### src/hdl/serial_line_editor_with_echo_assert.svh
// ----------------------------------------------------------------------------
// Line editor assertion macros
// Shorthand for the concurrent checks of the line editor. Every check is
// clocked on clk and held off while rst_n is low.
// ----------------------------------------------------------------------------
`ifndef SERIAL_LINE_EDITOR_WITH_ECHO_ASSERT_SVH
`define SERIAL_LINE_EDITOR_WITH_ECHO_ASSERT_SVH

// The consequent must hold in the same cycle as the antecedent.
`define SLE_ASSERT_SAME(label, ante, cons, msg) \
    label: assert property (@(posedge clk) disable iff (!rst_n) (ante) |-> (cons)) \
        else $error(msg);

// The consequent must hold in the cycle after the antecedent.
`define SLE_ASSERT_NEXT(label, ante, cons, msg) \
    label: assert property (@(posedge clk) disable iff (!rst_n) (ante) |=> (cons)) \
        else $error(msg);

`endif

### src/hdl/sle_pkg.sv
// ----------------------------------------------------------------------------
// Line editor package
// Shared types, character codes and register indexes of the line editor.
// ----------------------------------------------------------------------------
package sle_pkg;

    localparam int unsigned MAX_LINE  = 256;
    localparam int unsigned CAP_LIMIT = (MAX_LINE > 256) ? 256 : MAX_LINE;

    localparam int unsigned CFG_IDX_W  = 1;
    localparam int unsigned CFG_DATA_W = 9;

    localparam logic [CFG_IDX_W-1:0] CFG_CHAR_FILTER   = 1'b0;
    localparam logic [CFG_IDX_W-1:0] CFG_LINE_CAPACITY = 1'b1;

    localparam logic [1:0] FILTER_ANY     = 2'd0;
    localparam logic [1:0] FILTER_LETTERS = 2'd1;
    localparam logic [1:0] FILTER_DIGITS  = 2'd2;
    localparam logic [1:0] FILTER_ALNUM   = 2'd3;

    typedef logic [7:0] byte_t;
    typedef logic [7:0] pos_t;
    typedef logic [1:0] step_t;

    localparam byte_t CH_NUL = 8'h00;
    localparam byte_t CH_BS  = 8'h08;
    localparam byte_t CH_LF  = 8'h0A;
    localparam byte_t CH_CR  = 8'h0D;
    localparam byte_t CH_SP  = 8'h20;
    localparam byte_t CH_DEL = 8'h7F;
    localparam byte_t CH_UP_A = 8'd65;
    localparam byte_t CH_UP_Z = 8'd90;
    localparam byte_t CH_LO_A = 8'd97;
    localparam byte_t CH_LO_Z = 8'd122;
    localparam byte_t CH_D0   = 8'd48;
    localparam byte_t CH_D9   = 8'd57;

    localparam logic [8:0] CAPACITY_RESET = 9'd256;

    typedef struct packed {
        logic [1:0] filter;
        pos_t       limit;
    } cfg_t;

    typedef struct packed {
        logic  echo_valid;
        byte_t echo_byte;
        logic  store_valid;
        pos_t  store_index;
        byte_t store_byte;
        logic  line_done;
        pos_t  line_length;
        logic  last;
    } res_t;

    typedef struct packed {
        step_t count;
        pos_t  next_pos;
        res_t  res;
    } dec_t;

endpackage

### src/hdl/sle_if.sv
// ----------------------------------------------------------------------------
// Line editor channels
// Valid/ready channels for received bytes and for editor results.
// ----------------------------------------------------------------------------
interface sle_rx_if;
    import sle_pkg::*;

    logic  valid;
    logic  ready;
    byte_t rx_byte;

    modport source (output valid, output rx_byte, input ready);
    modport sink (input valid, input rx_byte, output ready);
endinterface

interface sle_res_if;
    import sle_pkg::*;

    logic  valid;
    logic  ready;
    logic  echo_valid;
    byte_t echo_byte;
    logic  store_valid;
    pos_t  store_index;
    byte_t store_byte;
    logic  line_done;
    pos_t  line_length;
    logic  last;

    modport source (
        output valid, output echo_valid, output echo_byte, output store_valid,
        output store_index, output store_byte, output line_done,
        output line_length, output last, input ready
    );
    modport sink (
        input valid, input echo_valid, input echo_byte, input store_valid,
        input store_index, input store_byte, input line_done,
        input line_length, input last, output ready
    );
endinterface

### src/hdl/sle_cfg.sv
// ----------------------------------------------------------------------------
// Line editor configuration
// Holds the character filter and the line capacity, and keeps a registered
// copy of the last usable position derived from the clamped capacity.
// ----------------------------------------------------------------------------
module sle_cfg (
    input  logic                           clk,
    input  logic                           rst_n,
    input  logic                           cfg_we,
    input  logic [sle_pkg::CFG_IDX_W-1:0]  cfg_index,
    input  logic [sle_pkg::CFG_DATA_W-1:0] cfg_data,
    output sle_pkg::cfg_t                  cfg
);
    import sle_pkg::*;

    localparam logic [8:0] CAP_MAX = 9'(CAP_LIMIT);

    logic [1:0] filter_reg;
    logic [1:0] filter_next;
    logic [8:0] capacity_reg;
    logic [8:0] capacity_next;
    pos_t       limit_reg;
    pos_t       limit_next;
    logic [8:0] cap_clamped;

    always_comb
    begin
        filter_next   = filter_reg;
        capacity_next = capacity_reg;
        if (cfg_we)
        begin
            if (cfg_index == CFG_CHAR_FILTER)
            begin
                filter_next = cfg_data[1:0];
            end
            if (cfg_index == CFG_LINE_CAPACITY)
            begin
                capacity_next = cfg_data;
            end
        end
    end

    always_comb
    begin
        cap_clamped = capacity_reg;
        if (cap_clamped < 9'd2)
        begin
            cap_clamped = 9'd2;
        end
        if (cap_clamped > CAP_MAX)
        begin
            cap_clamped = CAP_MAX;
        end
        limit_next = 8'(cap_clamped - 9'd1);
    end

    always_ff @(posedge clk or negedge rst_n)
    begin
        if (!rst_n)
        begin
            filter_reg   <= FILTER_ANY;
            capacity_reg <= CAPACITY_RESET;
            limit_reg    <= 8'(CAP_MAX - 9'd1);
        end
        else
        begin
            filter_reg   <= filter_next;
            capacity_reg <= capacity_next;
            limit_reg    <= limit_next;
        end
    end

    assign cfg.filter = filter_reg;
    assign cfg.limit  = limit_reg;

endmodule

### src/hdl/sle_decode.sv
// ----------------------------------------------------------------------------
// Line editor decoder
// Classifies the held byte and forms the result of the current step, the
// number of results the byte causes and the write position that follows.
// ----------------------------------------------------------------------------
module sle_decode (
    input  sle_pkg::byte_t rx_byte,
    input  sle_pkg::pos_t  pos,
    input  sle_pkg::step_t step,
    input  sle_pkg::cfg_t  cfg,
    output sle_pkg::dec_t  dec
);
    import sle_pkg::*;

    logic       is_erase;
    logic       is_eol;
    logic       is_letter;
    logic       is_digit;
    logic       ok;
    logic [8:0] pos_inc;
    logic       full;

    always_comb
    begin
        is_erase  = (rx_byte == CH_BS) || (rx_byte == CH_DEL);
        is_eol    = (rx_byte == CH_CR) || (rx_byte == CH_LF);
        is_letter = ((rx_byte >= CH_UP_A) && (rx_byte <= CH_UP_Z))
                 || ((rx_byte >= CH_LO_A) && (rx_byte <= CH_LO_Z));
        is_digit  = (rx_byte >= CH_D0) && (rx_byte <= CH_D9);
        unique case (cfg.filter)
            FILTER_ANY:     ok = 1'b1;
            FILTER_LETTERS: ok = is_letter;
            FILTER_DIGITS:  ok = is_digit;
            FILTER_ALNUM:   ok = is_letter || is_digit;
        endcase
        pos_inc = {1'b0, pos} + 9'd1;
        full    = pos_inc >= {1'b0, cfg.limit};
    end

    always_comb
    begin
        dec          = '0;
        dec.next_pos = pos;
        if (is_erase)
        begin
            if (pos != '0)
            begin
                dec.count          = 2'd3;
                dec.next_pos       = pos - 8'd1;
                dec.res.echo_valid = 1'b1;
                dec.res.echo_byte  = (step == 2'd1) ? CH_SP : CH_BS;
            end
        end
        else if (is_eol)
        begin
            dec.count          = 2'd2;
            dec.next_pos       = '0;
            dec.res.echo_valid = 1'b1;
            if (step == 2'd0)
            begin
                dec.res.echo_byte   = CH_CR;
                dec.res.store_valid = 1'b1;
                dec.res.store_index = pos;
                dec.res.store_byte  = CH_NUL;
            end
            else
            begin
                dec.res.echo_byte   = CH_LF;
                dec.res.line_done   = 1'b1;
                dec.res.line_length = pos;
            end
        end
        else if (ok)
        begin
            dec.count    = full ? 2'd2 : 2'd1;
            dec.next_pos = full ? '0 : pos_inc[7:0];
            if (step == 2'd0)
            begin
                dec.res.echo_valid  = 1'b1;
                dec.res.echo_byte   = rx_byte;
                dec.res.store_valid = 1'b1;
                dec.res.store_index = pos;
                dec.res.store_byte  = rx_byte;
            end
            else
            begin
                dec.res.store_valid = 1'b1;
                dec.res.store_index = pos_inc[7:0];
                dec.res.store_byte  = CH_NUL;
                dec.res.line_done   = 1'b1;
                dec.res.line_length = pos_inc[7:0];
            end
        end
        dec.res.last = (dec.count != 2'd0) && (step == dec.count - 2'd1);
    end

endmodule

### src/hdl/serial_line_editor_with_echo.sv
// ----------------------------------------------------------------------------
// Serial line editor with echo
// A received byte is held in an input register while its results, up to
// three, leave through an output register, one result per cycle while the
// result channel is ready; a result that waits also holds the byte behind it.
// A byte gives no result if it is filtered or is an erase on an empty line,
// one if it is a stored byte that does not end the line, two for a line end
// or a byte that fills the line, and three for an erase. The next byte is
// taken in the same cycle as the last result of the previous one. The decoder
// reads the registered write position directly, so no byte waits on another.
// A new filter takes effect in the cycle after it is written; a new capacity
// acts only after passing through the capacity register and the limit register.
// ----------------------------------------------------------------------------
module serial_line_editor_with_echo (
    input  logic                           clk,
    input  logic                           rst_n,
    input  logic                           cfg_we,
    input  logic [sle_pkg::CFG_IDX_W-1:0]  cfg_index,
    input  logic [sle_pkg::CFG_DATA_W-1:0] cfg_data,
    sle_rx_if.sink                         rx,
    sle_res_if.source                      res
);
    import sle_pkg::*;

    cfg_t  cfg;
    dec_t  dec;

    logic  in_valid_reg;
    logic  in_valid_next;
    byte_t in_byte_reg;
    byte_t in_byte_next;
    step_t step_reg;
    step_t step_next;
    pos_t  pos_reg;
    pos_t  pos_next;
    logic  out_valid_reg;
    logic  out_valid_next;
    res_t  out_reg;
    res_t  out_next;

    logic  out_free;
    logic  emit;
    logic  retire;
    logic  accept;

    sle_cfg u_cfg (
        .clk       (clk),
        .rst_n     (rst_n),
        .cfg_we    (cfg_we),
        .cfg_index (cfg_index),
        .cfg_data  (cfg_data),
        .cfg       (cfg)
    );

    sle_decode u_decode (
        .rx_byte (in_byte_reg),
        .pos     (pos_reg),
        .step    (step_reg),
        .cfg     (cfg),
        .dec     (dec)
    );

    always_comb
    begin
        out_free = !out_valid_reg || res.ready;
        emit     = in_valid_reg && (dec.count != 2'd0) && out_free;
        retire   = in_valid_reg && ((dec.count == 2'd0) || (emit && dec.res.last));
        accept   = rx.valid && rx.ready;
    end

    assign rx.ready = !in_valid_reg || retire;

    always_comb
    begin
        in_valid_next  = in_valid_reg;
        in_byte_next   = in_byte_reg;
        step_next      = step_reg;
        pos_next       = pos_reg;
        out_valid_next = out_valid_reg;
        out_next       = out_reg;

        if (retire)
        begin
            in_valid_next = 1'b0;
            step_next     = '0;
            pos_next      = dec.next_pos;
        end
        else if (emit)
        begin
            step_next = step_reg + 2'd1;
        end

        if (accept)
        begin
            in_valid_next = 1'b1;
            in_byte_next  = rx.rx_byte;
        end

        if (emit)
        begin
            out_valid_next = 1'b1;
            out_next       = dec.res;
        end
        else if (res.ready)
        begin
            out_valid_next = 1'b0;
        end
    end

    always_ff @(posedge clk or negedge rst_n)
    begin
        if (!rst_n)
        begin
            in_valid_reg  <= 1'b0;
            step_reg      <= '0;
            pos_reg       <= '0;
            out_valid_reg <= 1'b0;
        end
        else
        begin
            in_valid_reg  <= in_valid_next;
            step_reg      <= step_next;
            pos_reg       <= pos_next;
            out_valid_reg <= out_valid_next;
        end
    end

    always_ff @(posedge clk)
    begin
        in_byte_reg <= in_byte_next;
        out_reg     <= out_next;
    end

    assign res.valid       = out_valid_reg;
    assign res.echo_valid  = out_reg.echo_valid;
    assign res.echo_byte   = out_reg.echo_byte;
    assign res.store_valid = out_reg.store_valid;
    assign res.store_index = out_reg.store_index;
    assign res.store_byte  = out_reg.store_byte;
    assign res.line_done   = out_reg.line_done;
    assign res.line_length = out_reg.line_length;
    assign res.last        = out_reg.last;

`include "serial_line_editor_with_echo_assert.svh"

    `SLE_ASSERT_SAME(a_step_in_range, in_valid_reg && (dec.count != 2'd0),
        step_reg < dec.count, "result step beyond the result count of the item")
    `SLE_ASSERT_SAME(a_step_needs_item, step_reg != 2'd0,
        in_valid_reg, "result step advanced with no item held")
    `SLE_ASSERT_NEXT(a_line_end_resets_pos,
        retire && ((in_byte_reg == CH_CR) || (in_byte_reg == CH_LF)),
        pos_reg == '0, "write position not cleared after a line end")

endmodule

### src/flat_wrapper.sv
// flat-port wrapper written by rule: the top's interface ports become plain ports
module serial_line_editor_with_echo_flat import sle_pkg::*;
  (clk, rst_n, cfg_we, cfg_index, cfg_data, rx_valid, rx_rx_byte, rx_ready, res_valid, res_echo_valid, res_echo_byte, res_store_valid, res_store_index, res_store_byte, res_line_done, res_line_length, res_last, res_ready);
  sle_rx_if rx_i ();
  sle_res_if res_i ();
  input  logic clk;
  input  logic rst_n;
  input  logic cfg_we;
  input  logic [sle_pkg::CFG_IDX_W-1:0] cfg_index;
  input  logic [sle_pkg::CFG_DATA_W-1:0] cfg_data;
  input wire logic [$bits(rx_i.valid)-1:0] rx_valid;
  input wire logic [$bits(rx_i.rx_byte)-1:0] rx_rx_byte;
  output wire logic [$bits(rx_i.ready)-1:0] rx_ready;
  output wire logic [$bits(res_i.valid)-1:0] res_valid;
  output wire logic [$bits(res_i.echo_valid)-1:0] res_echo_valid;
  output wire logic [$bits(res_i.echo_byte)-1:0] res_echo_byte;
  output wire logic [$bits(res_i.store_valid)-1:0] res_store_valid;
  output wire logic [$bits(res_i.store_index)-1:0] res_store_index;
  output wire logic [$bits(res_i.store_byte)-1:0] res_store_byte;
  output wire logic [$bits(res_i.line_done)-1:0] res_line_done;
  output wire logic [$bits(res_i.line_length)-1:0] res_line_length;
  output wire logic [$bits(res_i.last)-1:0] res_last;
  input wire logic [$bits(res_i.ready)-1:0] res_ready;
  assign rx_i.valid = rx_valid;
  assign rx_i.rx_byte = rx_rx_byte;
  assign rx_ready = rx_i.ready;
  assign res_valid = res_i.valid;
  assign res_echo_valid = res_i.echo_valid;
  assign res_echo_byte = res_i.echo_byte;
  assign res_store_valid = res_i.store_valid;
  assign res_store_index = res_i.store_index;
  assign res_store_byte = res_i.store_byte;
  assign res_line_done = res_i.line_done;
  assign res_line_length = res_i.line_length;
  assign res_last = res_i.last;
  assign res_i.ready = res_ready;
  serial_line_editor_with_echo u_core (.clk(clk), .rst_n(rst_n), .cfg_we(cfg_we), .cfg_index(cfg_index), .cfg_data(cfg_data), .rx(rx_i), .res(res_i));
endmodule
### config.mk
export PLATFORM = sky130hd
export DESIGN_NAME = serial_line_editor_with_echo_flat
export DESIGN_NICKNAME = d
export VERILOG_FILES = /design/src/hdl/sle_pkg.sv /design/src/hdl/sle_if.sv /design/src/hdl/sle_cfg.sv /design/src/hdl/sle_decode.sv /design/src/hdl/serial_line_editor_with_echo.sv /design/src/flat_wrapper.sv
export VERILOG_INCLUDE_DIRS = /design/src /design/src/hdl
export SDC_FILE = /design/constraint.sdc
export NUM_CORES = 1
export LEC_CHECK = 0
export ABC_AREA = 1
export BUFFER_PORTS_ARGS = -buffer_cell sky130_fd_sc_hd__buf_2
export CORE_ASPECT_RATIO = 0.75
export CORE_MARGIN = 5
export CORE_UTILIZATION = 57
export CTS_BUF_LIST = sky130_fd_sc_hd__clkbuf_16
export DETAILED_ROUTE_END_ITERATION = 12
export PLACE_DENSITY = 0.82
export SYNTH_ARGS = -nofsm -noshare
export SYNTH_HDL_FRONTEND = slang
export SYNTH_SLANG_ARGS = --single-unit
export TNS_END_PERCENT = 100
### constraint.sdc
create_clock -name clk -period 6.7 [get_ports clk]
set_clock_uncertainty 0.2 [all_clocks]
set_input_delay 1.34 -clock clk [delete_from_list [all_inputs] [get_ports clk]]
set_output_delay 1.34 -clock clk [all_outputs]
set_load 0.03 [all_outputs]
==> run_results.csv, run 1 <==
group,metric,value,unit
run_status,status,"finished, final reports clean",
timing,period_share,84.02,%
logic_synthesis,synth_area_leaders,"edfxtp_1 (32%), dfrtp_1 (14%), nand2_1 (8.0%)",
timing,setup_viol,0,
routing,vias_per_cell,5.346,
logic_synthesis,synth_fp_nets,453,
global_routing,antenna_found_initial,0,
critical_path,cp-startpoint,"u_core.pos_reg[0]",
placed_design,post-dp-hpwl,5962,um
logic_synthesis,synth_top_area_share,31.94,%
final_layout,design_area,4563,um^2
power,peakVddDrop,0.0001979,V
floorplanning,die_h,81.22,um
power,power,1757,uW
global_routing,grtUsageMet3,5.401,%
logic_synthesis,postSynthCellCount,413,
routing,wire_per_inst,14.41,um
final_layout,layout_common_cells,"nand2_1 (82), inv_1 (62), buf_2 (60)",
timing,setup_tns,0,ns
logic_synthesis,synth.avg_cell_area,9.334,um^2
routing,vias,3015,
timing,fmax,177.6,MHz
final_layout,drive_gt1_share,22.50,%
final_layout,final_common_cell,"nand2_1",
timing,tightest_slew,0.7615,ns
critical_path,critPathBufInv,5,
routing,drc,0,
timing,drv_slew,0,
floorplanning,die-area,8525,um^2
critical_path,r2r-start,"u_core.pos_reg[0]",
power,swShare,34.60,%
cts,ctsHoldBuffers,0,
power,combPwrFrac,31.3,%
critical_path,rr_worst_depth,21,
floorplanning,chipWidth,105.0,um
routing,routed_wirelength,8129,um
cts,cts.sinks,72,
critical_path,cp-start-kind,"flop",
cts,cts_resized,0,
global_routing,grt_pass1_vias,2799,
final_layout,largest_reg_flops,9,
critical_path,slowest_delay,0.48,ns
timing,hold_slack,0.2943,ns
timing,timing.final.ws_setup,1.071,ns
power,power_density,385.0,nW/um^2
power,pwr-share-clk,32.7,%
global_routing,grt_util_met1,26.96,%
critical_path,critPathKind,"reg2out",
logic_synthesis,synth_warnings,0,
cts,clkTransAtPathRegs,0.06,ns
global_routing,grt.busiest_layer,"met2",
run,drv_cap,0,
cts,cts_buffers,9,
global_routing,grt_pass1_wl,13140,um
cts,htreeDepth,3,
critical_path,crit_end,"rx_ready",
critical_path,timing.rr.end,"u_core.in_byte_reg[1]",
global_routing,grt_max_degree,35,
critical_path,r2r_slack,2.07,ns
routing,ant_nets,0,
final_layout,fin_nets,515,
critical_path,path_delay_family,"simple AND/OR/NAND/NOR gates",
power,power_frac_seq,36.0,%
floorplanning,initial_core_util,57.52,%
final_layout,fillers,517,
critical_path,slowest_stage,"dfrtp_1",
floorplanning,ioPinCount,61,
cts,post_cts_buffers,0,
routing,firstDrtPassIters,5,
timing,max_slew_margin,49.23,%
logic_synthesis,yosys.area.top_type,"edfxtp_1",
cts,clk_latency,0.33,ns
logic_synthesis,syn_area,3855,um^2
critical_path,worstSetupEndpointType,"output pin",
critical_path,path_depth,22,
logic_synthesis,ys_types,37,
placed_design,gp_congestion,0.9359,
floorplanning,fp-row-count,26,
placed_design,placed_cell_area,4203,um^2
global_routing,grt_use_met2,29.59,%
global_routing,grt_use_total,19.42,%
power,switchingPower,607.8,uW
power,intPower,1149,uW
placed_design,io_buffers,60,
critical_path,crit_path_frequent_cell,"nand2_1",
critical_path,crit_chain,"inv_1 -> nor3_1 -> xor2_1 -> inv_1 -> ha_1 -> nand2_1 -> nor2_1 -> nand2_1 -> nand3_1 -> nand2_1 -> nand2_1 -> nand2_1 -> nand4_4 -> nand2_4 -> inv_1 -> ha_1 -> nor2_1 -> nand2_1 -> inv_1 -> nand4_4 -> nand2_1 -> buf_2",
logic_synthesis,seq_area_frac_synth,52.35,%
routing,dr.first_iter.drc_count,218,
logic_synthesis,synth.ff_latch_count,72,
cts,clock_path_buffers,2,
global_routing,globalRoute.totalOverflow,0,
critical_path,arrival,4.09,ns
floorplanning,design.core.area,6701,um^2
cts,cts_tree,"yes",
final_layout,antenna_cells,0,
placed_design,pre_cts_ws,1.488,ns
critical_path,required,5.16,ns
min_path,hold_class,"reg2reg",
timing,rsz0062_at_grt,"false",
power,leakagePower,0.002192,uW
cts,root_buffer,"clkbuf_16",
critical_path,crit_path_max_fanout,8,
final_layout,area_growth,18.37,%
timing,post-route-min-period,5.629,ns
timing,finalHoldViolCount,0,
## power groups by stage
stage / Sequential (uW) / Combinational [uW] / Clock [uW]
detailed placement: 639 / 541 / 0
global placement: 635 / 535 / 0
finish: 632 / 550 / 575
global route: 641 / 607 / 599
floorplan: 706 / 338 / 0
CTS: 631 / 547 / 582
## routing by layer
metal	routed length, um	vias to the layer above
li1	-	1490
met5	0	-
met4	104	0
met2	3569	132
met1	3759	1380
met3	695	13
## layout make-up
class                   count  area, um^2  area share [%]
multi-input cells         267        1531           33.56
repair buffers             61       307.8           6.745
clock inverters             7       135.1           2.961
flip-flops and latches     72        2018           44.23
inverters                  64       240.2           5.265
clock buffers               9       225.2           4.936
well taps                  84       105.1           2.303
## tightest hold or removal path: cells and delay by family, from the launching register on
| kind | cells | cell delay [ns] |
|---|---|---|
| and+or+nand+nor | 1 | 0.05 |
| AOI/OAI and AO/OA | 1 | 0.06 |
| DFF | 1 | 0.34 |
## how the worst min path moves through the flow
stage                                        end  cells past startpoint                    startpoint
global route        u_core.u_cfg.capacity_reg[0]                      2  u_core.u_cfg.capacity_reg[0]
global placement    u_core.u_cfg.capacity_reg[0]                      2  u_core.u_cfg.capacity_reg[0]
detailed placement  u_core.u_cfg.capacity_reg[0]                      2  u_core.u_cfg.capacity_reg[0]
finish              u_core.u_cfg.capacity_reg[0]                      2  u_core.u_cfg.capacity_reg[0]
floorplan           u_core.u_cfg.capacity_reg[0]                      2  u_core.u_cfg.capacity_reg[0]
CTS                 u_core.u_cfg.capacity_reg[0]                      2  u_core.u_cfg.capacity_reg[0]
## cells in the mapped netlist
master,count
o211ai_1,1
nand4_1,15
nand2_2,3
mux2_2,2
o31ai_1,1
nand2_4,3
nor3_1,4
a21oi_2,1
clkbuf_1,1
nand2_1,82
nand4_4,2
buf_2,4
nand3_4,1
edfxtp_1,41
a21boi_0,1
dfstp_2,9
xnor2_1,3
or2_2,2
a221oi_1,1
a21oi_1,16
nand3_1,14
nor4_1,2
nand3_2,2
buf_6,1
buf_4,4
xor2_1,12
inv_1,61
o21ai_0,20
nor2_4,2
dfrtp_1,22
and3_1,1
o22ai_1,11
ha_1,17
a21oi_4,1
inv_2,3
nor2_1,46
a31o_2,1
## cell families after synthesis
| group | Yosys count | synth area share [%] |
|---|---|---|
| and+or+nand+nor | 179 | 22.07 |
| buffers and inverters | 74 | 7.919 |
| DFF | 72 | 52.35 |
| AOI/OAI and AO/OA | 54 | 8.147 |
| adders and majority gates | 17 | 5.518 |
| xor gates and xnor gates | 15 | 3.408 |
| muxes | 2 | 0.5842 |
## through the flow
step	util, %	cells
2_1_floorplan	-	413
3_3_place_gp	62.71	548
3_5_place_dp	62.71	548
4_1_cts	68.09	564
5_1_grt	68.09	564
6_report	68.09	564
No activity file was read; power rests on OpenSTA's default activity.
==> run 2: changes to the inputs <==
--- a/config.mk
+++ b/config.mk
@@ -6,7 +6,7 @@
 export SDC_FILE = /design/constraint.sdc
 export NUM_CORES = 1
 export LEC_CHECK = 0
-export ABC_AREA = 1
+export ABC_AREA = 0
 export BUFFER_PORTS_ARGS = -buffer_cell sky130_fd_sc_hd__buf_2
 export CORE_ASPECT_RATIO = 0.75
 export CORE_MARGIN = 5
==> constraint.sdc (replaced) <==
create_clock -name clk -period 5.82 [get_ports clk]
set_clock_uncertainty 0.2 [all_clocks]
set_input_delay 1.164 -clock clk [delete_from_list [all_inputs] [get_ports clk]]
set_output_delay 1.164 -clock clk [all_outputs]
set_load 0.03 [all_outputs]
==> run 2 against run 1 <==
Synthesized area grew 0.42%. Die area grew 0.38%. Power grew 46%. Setup slack lost 0.67 ns. Count of clock-buffer cells in the layout is the same. Largest cell class unchanged. Hold slack gained 0.0024 ns. Global-route usage grew 1.6 points. Highest routed layer unchanged. Design area grew 0.49%. Critical path type unchanged. Utilization grew 0.34 points. Non-clock buffer count grew 5.
==> run_results.csv, run 2 <==
group,metric,value,unit
routing,firstDrtPassIters,5,
timing,timing.final.ws_setup,0.4019,ns
global_routing,grt_max_degree,37,
cts,clock_path_buffers,2,
floorplanning,fp-row-count,26,
placed_design,post-dp-hpwl,6310,um
placed_design,io_buffers,60,
logic_synthesis,seq_area_frac_synth,52.13,%
routing,wire_per_inst,17.00,um
floorplanning,design.core.area,6701,um^2
timing,setup_tns,0,ns
power,swShare,40.96,%
power,combPwrFrac,43.2,%
global_routing,grt_use_total,21.04,%
min_path,worstHoldEndpoint,"u_core.u_cfg.limit_reg[7]",
power,power_frac_seq,34.5,%
logic_synthesis,synthTopCellsByCount,"edfxtp_1 (41), nand2_1 (33), inv_1 (23)",
cts,ctsHoldBuffers,0,
critical_path,crit_chain,"ha_2 -> and3_1 -> nand2_1 -> xnor2_2 -> ha_1 -> a21oi_1 -> o221ai_1 -> a31oi_2 -> and2_2 -> nand2_1 -> nand2_1 -> ha_1 -> xor2_1 -> nor2b_1 -> nand2_1 -> inv_1 -> a21oi_1 -> inv_1 -> buf_2",
final_layout,multi_input_area,1717,um^2
critical_path,timing.rr.end,"u_core.in_byte_reg[6]",
logic_synthesis,synth.avg_cell_area,10.81,um^2
power,pwr-share-clk,22.3,%
final_layout,drive_gt1_share,28.07,%
cts,htreeDepth,3,
placed_design,pre_cts_ws,0.5506,ns
global_routing,grt_pass1_vias,2899,
routing,dr.first_iter.drc_count,219,
critical_path,worstSetupEndpointType,"output pin",
power,leakagePower,0.001981,uW
final_layout,antenna_cells,0,
critical_path,slowest_stage,"dfrtp_2",
min_path,holdPathStages,1,
logic_synthesis,syn_area,3871,um^2
timing,tightest_slew,1.015,ns
global_routing,globalRoute.totalOverflow,0,
logic_synthesis,synth_fp_nets,398,
cts,cts.sinks,72,
critical_path,cp-start-kind,"flop",
logic_synthesis,synth_area_leaders,"edfxtp_1 (32%), dfrtp_1 (14%), dfstp_2 (6.1%)",
critical_path,crit_path_frequent_cell,"nand2_1",
floorplanning,initial_core_util,57.77,%
final_layout,register_area,2021,um^2
run_status,status,"finished, final reports clean",
floorplanning,die-area,8557,um^2
critical_path,slowest_delay,0.45,ns
cts,clkTransAtPathRegs,0.06,ns
routing,ant_nets,0,
timing,drv_slew,0,
critical_path,r2r_slack,1.23,ns
logic_synthesis,yosys.area.top_type,"edfxtp_1",
global_routing,grt_pass1_wl,14230,um
min_path,worstHoldStart,"u_core.u_cfg.capacity_reg[7]",
critical_path,rr_worst_depth,18,
final_layout,design_area,4586,um^2
logic_synthesis,synth.ff_latch_count,72,
cts,cts_tree,"yes",
timing,max_slew_margin,31.84,%
power,switchingPower,1053,uW
final_layout,final_common_cell,"buf_2",
final_layout,layout_common_cells,"buf_2 (60), edfxtp_1 (41), nand2_1 (33)",
logic_synthesis,postSynth.asyncResetShare,43.06,%
placed_design,gp_congestion,0.9276,
power,power_density,560.4,nW/um^2
logic_synthesis,ys_types,55,
logic_synthesis,synth_ff_type,"edfxtp_1",
routing,drc,0,
routing,vias_per_cell,5.911,
placed_design,placed_cell_area,4239,um^2
cts,root_buffer,"clkbuf_16",
timing,finalHoldViolCount,0,
routing,vias,3003,
final_layout,fillers,517,
floorplanning,die_h,81.37,um
final_layout,largest_reg_flops,9,
final_layout,area_growth,18.46,%
global_routing,antenna_found_initial,0,
timing,rsz0062_at_grt,"false",
timing,period_share,93.09,%
final_layout,fin_nets,459,
floorplanning,ioPinCount,61,
power,peakVddDrop,0.0003292,V
critical_path,r2r-start,"u_core.pos_reg[1]",
critical_path,cp-startpoint,"u_core.pos_reg[1]",
floorplanning,chipWidth,105.2,um
critical_path,critPathKind,"reg2out",
logic_synthesis,synth_warnings,0,
timing,fmax,184.6,MHz
timing,post-route-min-period,5.418,ns
timing,setup_viol,0,
routing,routed_wirelength,8634,um
run,drv_cap,0,
cts,cts_buffers,9,
logic_synthesis,synth_top_area_share,31.80,%
critical_path,arrival,4.05,ns
cts,clk_latency,0.33,ns
min_path,hold_class,"reg2reg",
logic_synthesis,postSynthCellCount,358,
critical_path,crit_path_max_fanout,10,
power,intPower,1517,uW
logic_synthesis,synth_edf_count,41,
critical_path,required,4.46,ns
logic_synthesis,yosysMostFrequentCell,"edfxtp_1",
## run 2: changes by cell type in the layout (fill, tap and decap cells not counted), sizes merged, moves of 7 or more
cell,change
nand2,-55
and3,+10
nand4,-15
xor2,-8
a21o,+7
nor3,+8
nor2,-26
inv,-43
mux2,+9
nand3,-9
## run 2: worst max path at each step
stage	depth (start not counted)	to	slack, ns
final	19	rx_ready	0.40
after global routing	20	rx_ready	0.02
after CTS	19	rx_ready	0.15
after detailed placement	19	rx_ready	0.55
after global placement	21	rx_ready	0.74
after floorplan	22	rx_ready	0.03
## run 2: routing by layer
metal | vias to the layer above | routed length, um | track usage (%)
met2 | 130 | 4182 | 34.11
li1 | 1442 | - | -
met3 | 10 | 669 | 7.307
met4 | 0 | 92 | 5.364
met5 | - | 0 | 0
met1 | 1421 | 3690 | 27.33
## run 2: final cells by class
| type | instances | share of cell area, % |
|---|---|---|
| inverters | 23 | 1.883 |
| clock inverters | 7 | 1.883 |
| clock buffers | 9 | 4.911 |
| well taps | 84 | 2.292 |
| repair buffers | 66 | 7.531 |
| flip-flops and latches | 72 | 44.07 |
| multi-input cells | 247 | 37.44 |
## run 2: power by group through the flow
stage | clock network (uW) | logic [uW] | registers [uW]
floorplan | 0 | 677 | 1020
global placement | 0 | 1050 | 886
detailed placement | 0 | 1080 | 895
CTS | 579 | 1080 | 887
global route | 608 | 1220 | 909
finish | 573 | 1110 | 887
## run 2: kinds of logic (layout without fill, tap and decap cells)
logic type	Yosys count	after routing	share of synthesized area [%]
AO/OA/AOI/OAI	85	85	15.32
multiplexers	13	13	3.717
AND/OR/NAND/NOR	121	121	16.19
buffers and inverters	39	105	4.460
XOR/XNOR	11	11	2.683
flip-flops	72	72	52.13
adder cells (fa/ha/maj)	17	17	5.494
## run 2: critical path: cells and delay by family, from the launching register on
| family | cells | cell delay (ns) |
|---|---|---|
| adders and majority gates | 3 | 0.81 |
| and+or+nand+nor | 7 | 1.01 |
| DFF | 1 | 0.45 |
| xor gates and xnor gates | 2 | 0.34 |
| buffers and inverters | 3 | 0.40 |
| AOI/OAI and AO/OA | 4 | 0.68 |
## run 2: timing repair
item / CTS / global route
resized for setup: 0 / 7
setup endpoints to repair: 0 / 1
buffers inserted: 0 / 1
## run 2: stage by stage
step	cells	util, %	hold slack (ns)	total power, uW
2_1_floorplan	358	-	0.2339	1698
3_3_place_gp	491	63.26	0.2698	1936
3_5_place_dp	491	63.26	0.2834	1972
4_1_cts	507	67.91	0.2942	2548
5_1_grt	508	68.43	0.3223	2733
6_report	508	68.43	0.2967	2570
